## config.mk

```make
export PLATFORM = sky130hd
export DESIGN_NAME = fga_ctrl
export DESIGN_NICKNAME = d
export VERILOG_FILES = /design/src/rtl/fga_pkg.sv /design/src/rtl/fga_ctrl.sv
export SDC_FILE = /design/constraint.sdc
export NUM_CORES = 1
export LEC_CHECK = 0
export ABC_AREA = 1
export ABC_CLOCK_PERIOD_IN_PS = 1900
export BUFFER_PORTS_ARGS = -buffer_cell sky130_fd_sc_hd__buf_2
export CORE_MARGIN = 1.5
export CORE_UTILIZATION = 40
export DETAILED_ROUTE_END_ITERATION = 8
export HOLD_SLACK_MARGIN = 0.02
export PLACE_DENSITY_LB_ADDON = 0.2
export SLEW_MARGIN = 20
export SYNTH_ARGS = -nofsm -noshare
export SYNTH_HDL_FRONTEND = slang
export SYNTH_SLANG_ARGS = --single-unit
```

## constraint.sdc

```tcl
create_clock -name aclk -period 1.9 [get_ports aclk]
set_input_delay 0.095 -clock aclk [delete_from_list [all_inputs] [get_ports aclk]]
set_output_delay 0.095 -clock aclk [all_outputs]
set_load 0.05 [all_outputs]
```

## src/rtl/fga_pkg.sv

```systemverilog
// ----------------------------------------------------------------------------
// fga_pkg
// Shared constants, command struct and helpers of the flux grid accumulator.
// ----------------------------------------------------------------------------
package fga_pkg;

    localparam int MAX_RES_DEF = 128;

    // luminance weights, Q0.16, they sum to 1.0
    localparam logic [15:0] W_R = 16'd13933;
    localparam logic [15:0] W_G = 16'd46871;
    localparam logic [15:0] W_B = 16'd4732;

    localparam int CFG_IDX_W  = 3;
    localparam int CFG_DATA_W = 32;

    localparam logic [CFG_IDX_W-1:0] CFG_ORIGIN_X  = 3'd0;
    localparam logic [CFG_IDX_W-1:0] CFG_ORIGIN_Z  = 3'd1;
    localparam logic [CFG_IDX_W-1:0] CFG_CPU_X     = 3'd2;
    localparam logic [CFG_IDX_W-1:0] CFG_CPU_Z     = 3'd3;
    localparam logic [CFG_IDX_W-1:0] CFG_GRID_RES  = 3'd4;
    localparam logic [CFG_IDX_W-1:0] CFG_INV_AREA  = 3'd5;

    localparam int IN_DATA_W  = 112;
    localparam int OUT_DATA_W = 320;
    localparam int SUM_W      = 46;
    localparam int WT_W       = 62;

    // output tdata field offsets
    localparam int O_IRR_R = 0;
    localparam int O_IRR_G = 32;
    localparam int O_IRR_B = 64;
    localparam int O_SUM_R = 96;
    localparam int O_SUM_G = 142;
    localparam int O_SUM_B = 188;
    localparam int O_PEAK  = 234;
    localparam int O_NZ    = 266;
    localparam int O_MEAN  = 281;
    localparam int O_END   = 313;

    typedef struct packed {
        logic capture;
        logic map_en;
        logic addr_en;
        logic rd_en;
        logic add_en;
        logic lum1_en;
        logic lum2_en;
        logic div_start;
        logic qrnd_en;
        logic scale_en;
        logic out_load;
        logic clr_we;
    } fga_cmd_t;

    // round a Q16.16-scaled product back to Q8.8 and saturate to 32 bits
    function automatic logic [31:0] sat_scale(input logic [63:0] p);
        logic [64:0] s;
        s = {1'b0, p} + 65'd32768;
        return (|s[64:48]) ? 32'hFFFF_FFFF : s[47:16];
    endfunction

endpackage

```

## src/rtl/fga_ctrl.sv

```systemverilog
// ----------------------------------------------------------------------------
// fga_ctrl
// Sequencer: memory clear sweep after reset, then one transaction at a time.
// ----------------------------------------------------------------------------
module fga_ctrl import fga_pkg::*; #(
    parameter int MAX_RES = MAX_RES_DEF
) (
    input  logic aclk,
    input  logic aresetn,
    input  logic s_valid,
    output logic s_ready,
    output logic m_valid,
    input  logic m_ready,
    input  logic div_done,
    output fga_cmd_t cmd,
    output logic [((MAX_RES*MAX_RES > 1) ? $clog2(MAX_RES*MAX_RES) : 1)-1:0] clr_addr
);
    localparam int CELLS = MAX_RES * MAX_RES;
    localparam int IDX_W = (CELLS > 1) ? $clog2(CELLS) : 1;

    typedef enum logic [12:0] {
        S_CLEAR = 13'b0_0000_0000_0001,
        S_IDLE  = 13'b0_0000_0000_0010,
        S_MAP   = 13'b0_0000_0000_0100,
        S_ADDR  = 13'b0_0000_0000_1000,
        S_READ  = 13'b0_0000_0001_0000,
        S_ADD   = 13'b0_0000_0010_0000,
        S_LUM1  = 13'b0_0000_0100_0000,
        S_LUM2  = 13'b0_0000_1000_0000,
        S_DIVS  = 13'b0_0001_0000_0000,
        S_DIV   = 13'b0_0010_0000_0000,
        S_QRND  = 13'b0_0100_0000_0000,
        S_SCALE = 13'b0_1000_0000_0000,
        S_OUT   = 13'b1_0000_0000_0000
    } fga_state_t;

    fga_state_t       state_reg, state_next;
    logic [IDX_W-1:0] clr_reg, clr_next;
    logic             mval_reg, mval_next;
    logic             out_free;

    assign out_free = !mval_reg || m_ready;

    always_comb begin
        state_next = state_reg;
        clr_next   = clr_reg;
        cmd        = '0;
        s_ready    = 1'b0;
        case (state_reg)
            S_CLEAR: begin
                cmd.clr_we = 1'b1;
                clr_next   = clr_reg + 1'b1;
                if (clr_reg == IDX_W'(CELLS - 1)) begin
                    state_next = S_IDLE;
                end
            end
            S_IDLE: begin
                s_ready = 1'b1;
                if (s_valid) begin
                    cmd.capture = 1'b1;
                    state_next  = S_MAP;
                end
            end
            S_MAP: begin
                cmd.map_en = 1'b1;
                state_next = S_ADDR;
            end
            S_ADDR: begin
                cmd.addr_en = 1'b1;
                state_next  = S_READ;
            end
            S_READ: begin
                cmd.rd_en  = 1'b1;
                state_next = S_ADD;
            end
            S_ADD: begin
                cmd.add_en = 1'b1;
                state_next = S_LUM1;
            end
            S_LUM1: begin
                cmd.lum1_en = 1'b1;
                state_next  = S_LUM2;
            end
            S_LUM2: begin
                cmd.lum2_en = 1'b1;
                state_next  = S_DIVS;
            end
            S_DIVS: begin
                cmd.div_start = 1'b1;
                state_next    = S_DIV;
            end
            S_DIV: begin
                if (div_done) begin
                    state_next = S_QRND;
                end
            end
            S_QRND: begin
                cmd.qrnd_en = 1'b1;
                state_next  = S_SCALE;
            end
            S_SCALE: begin
                cmd.scale_en = 1'b1;
                state_next   = S_OUT;
            end
            S_OUT: begin
                if (out_free) begin
                    cmd.out_load = 1'b1;
                    state_next   = S_IDLE;
                end
            end
            default: begin
                state_next = S_IDLE;
            end
        endcase
    end

    always_comb begin
        mval_next = mval_reg;
        if (cmd.out_load) begin
            mval_next = 1'b1;
        end else if (m_ready) begin
            mval_next = 1'b0;
        end
    end

    always_ff @(posedge aclk) begin
        if (!aresetn) begin
            state_reg <= S_CLEAR;
            clr_reg   <= '0;
            mval_reg  <= 1'b0;
        end else begin
            state_reg <= state_next;
            clr_reg   <= clr_next;
            mval_reg  <= mval_next;
        end
    end

    assign m_valid  = mval_reg;
    assign clr_addr = clr_reg;

endmodule

```

==> summary.md, run 1 <==
| Metric | Value |
|---|---|
| DR iter-0 viols | 62 |
| Max-cap violations | 0 |
| Worst path arrival time | 1.70 ns |
| Die H | 68.5 µm |
| CP max stage delay | about 0.36 ns |
| GRT Util Overall | 0.198 |
| DRT Pass-1 Iters | 4 |
| Worst path cell trace | nor2_2 > inv_2 > nor2_8 > nand2_4 > nor2_4 > buf_2 |
| Avg WL per Cell | ~12 µm |
| Clock Latency Late Sink | between 0.2 and 0.3 ns |
| Final Hold Vio Count | 0 |
| Largest net degree at the start of global routing | 22 |
| Placed insts | between 300 and 400 |
| Sequential share of power | 0.306 |
| Hold Crit Class | input pin to register |
| Half-perimeter wire length after placement | roughly 3200 µm |
| Initial antenna violation count | 0 |
| Compound-Gate Fraction of Synth Area | 0.0737 |
| CP max-delay cell | dfxtp_1 |
| CTS tree | done |
| Clock power frac | 0.201 |
| # hold bufs at CTS | 0 |
| Sink Count | 28 |
| Areal power density over the cells | 1160 nW/µm² |
| Post-synthesis simple-gate area fraction | 0.426 |
| Sequential-to-total area share from yosys stat | 0.327 |
| Synth cell types | 30 |
| Fraction of synthesized area in multiplexers | 0 |
| DIE AREA | 4690 µm² |
| Switching share of power | 0.468 |
| Non-Filler Instances | between 300 and 400 |
| Synth Net Count | 277 |
| Mapped cell area | approximately 1700 µm² |
| Worst Skew | 0.0111 ns |
| Vias in the first global route | approximately 1,600 |
| Slew at the pin closest to its max-slew limit | 0.389 ns |
| Worst VDD drop | 0.000628 V |
| Seq. cell area | 562 µm² |
| Routed Antenna Nets | 0 |
| Core area | between 4000 and 5000 µm² |
| Footprint of the multi-input gates | 935 µm² |
| Largest family of logic cells by synthesized area | simple AND/OR/NAND/NOR gates |
| Port buffer count | 32 |
| # rows | 23 |
| XOR/XNOR share of the synthesized area | 0.0306 |
| Hold depth | 4 |
| Post-route DRC | 0 |
| Lkg Pwr | 1.06 nW |
| Placer's final routability congestion estimate | 0.866 |
| F_max | around 560 MHz |
| Dpl ws | approximately 0.22 ns |
| Layout net count | 312 |
| Die Span X | 68.5 µm |
| Fillers | 442 |
| Commonest non-fill, non-tap cell in the layout | nand2_1 |
| Clock slew seen by the registers of the worst setup and hold paths | 0.10 ns |
| Status | finished clean |
| CTS max path bufs | 2 |
| Critical path startpoint category | register |
| Final Max Slew Viols | 0 |
| Vias/cell | 4.84 |
| WP data required | 1.80 ns |
| Reg2reg setup slack | approximately 0.22 ns |
| Area Growth Syn to Fin | 17.9% |
| Combinational power share | 0.492 |
| Yosys warns | 0 |
| Mapped Cells | about 270 |
| Final setup violation count | 0 |
| Psw | 0.00110 W |
| CTS buffer count | 3 |
| Critical path class | register to output pin |
| Synth Area in Adders | 0.00729 |
| Ant diodes | 0 |
| RSZ-0062 raised after global routing | true |
| Layout cells sized above 1 | 0.190 |
| Initial core utilization | 0.423 |
| Number of flip-flops in the largest register | 14 |
| CP endpoint kind | output pin |
| I/O pins | 33 |
| Grt ovf | 0 |
| Global-route wire length before repair | 6980 µm |
| H-Tree Depth | 1 |
| Vias | 1,718 |
| FF-to-FF path depth | 11 |
| Worst Path Max Fanout | 11 |
| Total routed wirelength | 4150 µm |
| Relative slew margins | 0.741 |
| Period Utilization, post-route | 0.944 |
| Root buf cell | clkbuf_8 |
| Avg Inst Size Synth | approximately 6.3 µm² |
| Worst setup margin | 0.107 ns |
| Leading cell types in the layout, fill and taps excluded | nand2_1, inv_1, nor2_1 |
| Minimum clock period | 1.79 ns |
| Cell-internal power | 0.00125 W |
| Synthesized flop and latch total | 28 |
-- synthesized netlist by cell type --
| library cell | count | area share |
|---|---|---|
| dfxtp_1 | 28 | 0.33 |
| nor2_2 | 3 | 0.011 |
| nand2_1 | 58 | 0.13 |
| nand4_1 | 11 | 0.040 |
| nand2_4 | 1 | 0.0066 |
| o21ai_0 | 6 | 0.018 |
| a21oi_4 | 1 | 0.0095 |
| nor3_1 | 6 | 0.018 |
| inv_1 | 53 | 0.12 |
| nand3_2 | 1 | 0.0058 |
| nor2_8 | 1 | 0.012 |
| nor3b_1 | 1 | 0.0044 |
| nand3_1 | 20 | 0.058 |
| inv_2 | 2 | 0.0044 |
| ha_1 | 1 | 0.0073 |
| xor2_1 | 3 | 0.015 |
| buf_6 | 1 | 0.0066 |
| o21bai_1 | 1 | 0.0044 |
| nor2_1 | 43 | 0.094 |
| buf_1 | 1 | 0.0022 |
| o21ai_1 | 1 | 0.0029 |
| a31oi_1 | 2 | 0.0073 |
| nor2_4 | 3 | 0.020 |
| nand2_2 | 3 | 0.011 |
| nand3b_1 | 3 | 0.013 |
| xnor2_1 | 3 | 0.015 |
| a21oi_1 | 11 | 0.032 |
| nor3_2 | 1 | 0.0058 |
| buf_4 | 1 | 0.0044 |
| clkbuf_1 | 1 | 0.0022 |
-- worst paths after layout --
kind	from	end
setup / recovery	state_reg[10]	cmd[0]
hold / removal	m_ready	m_valid
setup reg to reg	state_reg[2]	state_reg[12]
hold reg to reg	clr_addr[0]	clr_addr[0]
-- power by group through the flow --
stage               clock (W)  combinational, W  sequential [W]
finish               0.000472           0.00115        0.000717
global route         0.000502           0.00129        0.000728
CTS                  0.000488           0.00112        0.000715
detailed placement          0           0.00112        0.000728
global placement            0           0.00112        0.000725
floorplan                   0          0.000848        0.000796
-- per-stage QoR --
stage          TNS, ns   util  total power (W)  instance area, µm²  hold WS, ns
2_1_floorplan        0      -          0.00164                1730        0.234
3_3_place_gp         0  0.474          0.00184                1920        0.378
3_5_place_dp         0  0.474          0.00185                1920        0.382
4_1_cts              0  0.492          0.00232                2000       0.0879
5_1_grt        -0.0608  0.499          0.00252                2020       0.0978
6_report             0  0.499          0.00234                2020       0.0860
-- logic make-up after synthesis --
| logic type | count (synthesis) |
|---|---|
| fa+ha+maj | 1 |
| xor+xnor | 6 |
| buf+inv | 59 |
| compound gates | 22 |
| flops | 28 |
| simple gates | 155 |
-- what timing repair did --
| item | in CTS | in global routing |
|---|---|---|
| pin swaps | 0 | 1 |
| gates resized for setup | 1 | 5 |
| setup buffers | 0 | 2 |
| setup endpoints to repair | 1 | 5 |
-- layer usage --
metal / vias to the layer above / wire length [µm] / track usage
met5: - / 0 / 0
met4: 0 / 65 / 0.0650
met3: 6 / 102 / 0.0197
met2: 23 / 1990 / 0.345
met1: 782 / 1990 / 0.253
li1: 907 / - / -
-- worst max-delay path: cells and delay by family, from the launching register on --
kind | cells | cell delay (ns)
simple gates | 4 | 0.64
buf+inv | 2 | 0.41
flops | 1 | 0.36
-- final cells by class --
| class | count | area share |
|---|---|---|
| Tap cell | 50 | 0.0309 |
| Inverter | 55 | 0.102 |
| Multi-Input combinational cell | 184 | 0.462 |
| Clock inverter | 1 | 0.0148 |
| Clock buffer | 3 | 0.0204 |
| Sequential cell | 28 | 0.278 |
| Timing Repair Buffer | 34 | 0.0921 |
Note: power is estimated with default switching activity, not from simulation.
==> inputs of run 2 (changes only) <==
- CORE_ASPECT_RATIO: unset -> 1.1
==> summary.md, run 2 (synthesis results as in run 1) <==
| Metric | Value |
|---|---|
| Status | finished clean |
| Placer's final routability congestion estimate | 0.834 (-3.7%) |
| DIE AREA | 4690 µm² (about the same) |
| Worst Path Max Fanout | 11 (unchanged) |
| Post-route DRC | 0 (unchanged) |
| Worst path depth | 6 (unchanged) |
| FF-to-FF path depth | 7 (-4) |
| Number of flip-flops in the largest register | 14 (unchanged) |
| RR Startpoint | clr_addr[0] |
| Hold depth | 3 (-1) |
| Die H | 71.7 µm (+4.7%) |
| Layout cells sized above 1 | 0.186 (-0.00389) |
| Hold wc startpoint | s_valid |
| GRT Util Overall | 0.180 (-0.0177) |
| H-Tree Depth | 1 (unchanged) |
| CP max stage delay | 0.36 ns (about the same) |
| Initial antenna violation count | 0 (unchanged) |
| Leading cell types in the layout, fill and taps excluded | nand2_1, inv_1, nor2_1 |
| Worst VDD drop | 0.000662 V (+5.3%) |
| Areal power density over the cells | 1120 nW/µm² (-3.2%) |
| Vias/cell | 4.78 (-1.2%) |
| CP bufs+invs | 2 (unchanged) |
| Critical path class | register to output pin |
| F_max | 562 MHz (+0.81%) |
| Worst path cell trace | nor2_2 > inv_2 > nor2_8 > nand2_4 > nor2_4 > buf_2 |
| Design Power | 0.00225 W (-3.9%) |
| Final Max Slew Viols | 0 (unchanged) |
| Core area | 4050 µm² (about the same) |
| Dpl ws | 0.175 ns (-0.0408 ns) |
| CTS tree | done |
| CP max-delay cell | dfxtp_1 |
| # rows | 24 (+4.3%) |
| Final Hold Vio Count | 0 (unchanged) |
| Worst setup margin | 0.122 ns (+0.0145 ns) |
| Grt ovf | 0 (unchanged) |
| Sink Count | 28 (unchanged) |
| Port buffer count | 32 (unchanged) |
| Worst Skew | 0.00502 ns (-0.00604 ns) |
| Relative slew margins | 0.747 (+0.00583) |
| DRT Pass-1 Iters | 4 (unchanged) |
| Largest net degree at the start of global routing | 22 (unchanged) |
| Worst path arrival time | 1.68 ns (-0.02 ns) |
| Hold Crit Class | input pin to register |
| Fillers | 450 (+1.8%) |
| # hold bufs at CTS | 0 (unchanged) |
| Crit-path leading delay family | simple AND/OR/NAND/NOR gates |
| Initial core utilization | 0.423 (about the same) |
| Global-route wire length before repair | 6760 µm (-3.2%) |
| CTS max path bufs | 2 (unchanged) |
| Reg2reg setup slack | 0.19 ns (-0.03 ns) |
| Routed Antenna Nets | 0 (unchanged) |
| DR iter-0 viols | 57 (-8.1%) |
| Vias in the first global route | 1,577 (-0.82%) |
| Critical path startpoint category | register |
| Area Growth Syn to Fin | 17.1% |
| Total routed wirelength | 3900 µm (-6.0%) |
| Clock Latency Late Sink | 0.27 ns (about the same) |
| Commonest non-fill, non-tap cell in the layout | nand2_1 |
| Vias | 1,711 (-0.41%) |
| Max-cap violations | 0 (unchanged) |
| Final setup violation count | 0 (unchanged) |
| RSZ-0062 raised after global routing | true |
| Lkg Pwr | 1.06 nW (-0.17%) |
| Period Utilization, post-route | 0.936 (-0.00762) |
| Layout net count | 313 (+0.32%) |
| CP endpoint kind | output pin |
| Minimum clock period | 1.78 ns (-0.0145 ns) |
| Half-perimeter wire length after placement | 3100 µm (-4.3%) |
| WP data required | 1.80 ns (about the same) |
| CTS buffer count | 3 (unchanged) |
| R2R Path End | state_reg[8] |
| Clock slew seen by the registers of the worst setup and hold paths | 0.10 ns (about the same) |
| Root buf cell | clkbuf_8 |
| Avg WL per Cell | 10.9 µm (-6.8%) |
| Die Span X | 65.4 µm (-4.4%) |
| Hold path endpoint | state_reg[2] |
| Ant diodes | 0 (unchanged) |
| Final core occ | 0.495 (-0.00324) |
| Slew at the pin closest to its max-slew limit | 0.380 ns (-0.00874 ns) |
| I/O pins | 33 (unchanged) |
-- run 2: changes by cell type in the layout (fill, tap and decap cells not counted), sizes merged --
cell / previous run / this run
bufinv: 1 / 0
clkbuf: 5 / 4
buf: 32 / 35
-- run 2: per-stage QoR --
stage | instances | hold WS (ns) | setup TNS [ns] | area, µm²
final | 358 | 0.0740 | 0 | 2010
after global routing | 358 | 0.0988 | -0.00835 | 2010
after CTS | 356 | 0.0724 | 0 | 1990
after detailed placement | 352 | 0.358 | 0 | 1930
after global placement | 352 | 0.364 | 0 | 1930
after floorplan | 271 | 0.234 | 0 | 1730
-- run 2: what timing repair did --
| action | 4_1_cts | 5_1_grt |
|---|---|---|
| resized for setup | 0 | 3 |
| endpoints found under the setup margin | 0 | 2 |
| setup buffers | 0 | 2 |
-- run 2: layer usage --
metal	wire [µm]	vias to the layer above	track usage
li1	-	911	-
met1	1810	773	0.229
met2	1960	23	0.319
met3	89	4	0.0188
met4	44	0	0.0556
met5	0	-	0
-- run 2: cell type report --
class | instances | area (µm²) | share of cell area
Timing Repair Buffer | 35 | 189 | 0.0941
Multi-Input combinational cell | 184 | 932 | 0.464
Tap cell | 52 | 65.1 | 0.0324
Inverter | 55 | 206 | 0.103
Clock buffer | 4 | 55.1 | 0.0274
Sequential cell | 28 | 561 | 0.279
-- run 2: tightest hold or removal path, stage by stage --
cell and delay [ns]:
buf_2 0.09, nand4_1 0.08, inv_1 0.06
-- run 2: worst max path at each step --
stage / from / end / slack (ns)
detailed placement: clr_addr[0] / state_reg[8] / 0.17
floorplan: clr_addr[0] / state_reg[9] / 0.08
global route: state_reg[10] / cmd[0] / -0.006
global placement: clr_addr[0] / state_reg[8] / 0.18
finish: state_reg[10] / cmd[0] / 0.12
CTS: state_reg[2] / cmd[2] / 0.07
-- run 2: where the power goes --
part / total, W / internal [W] / switching, W
clock: 0.000372 / 0.000186 / 0.000186
sequential: 0.000714 / 0.000652 / 0.0000617
combinational: 0.00117 / 0.000331 / 0.000835
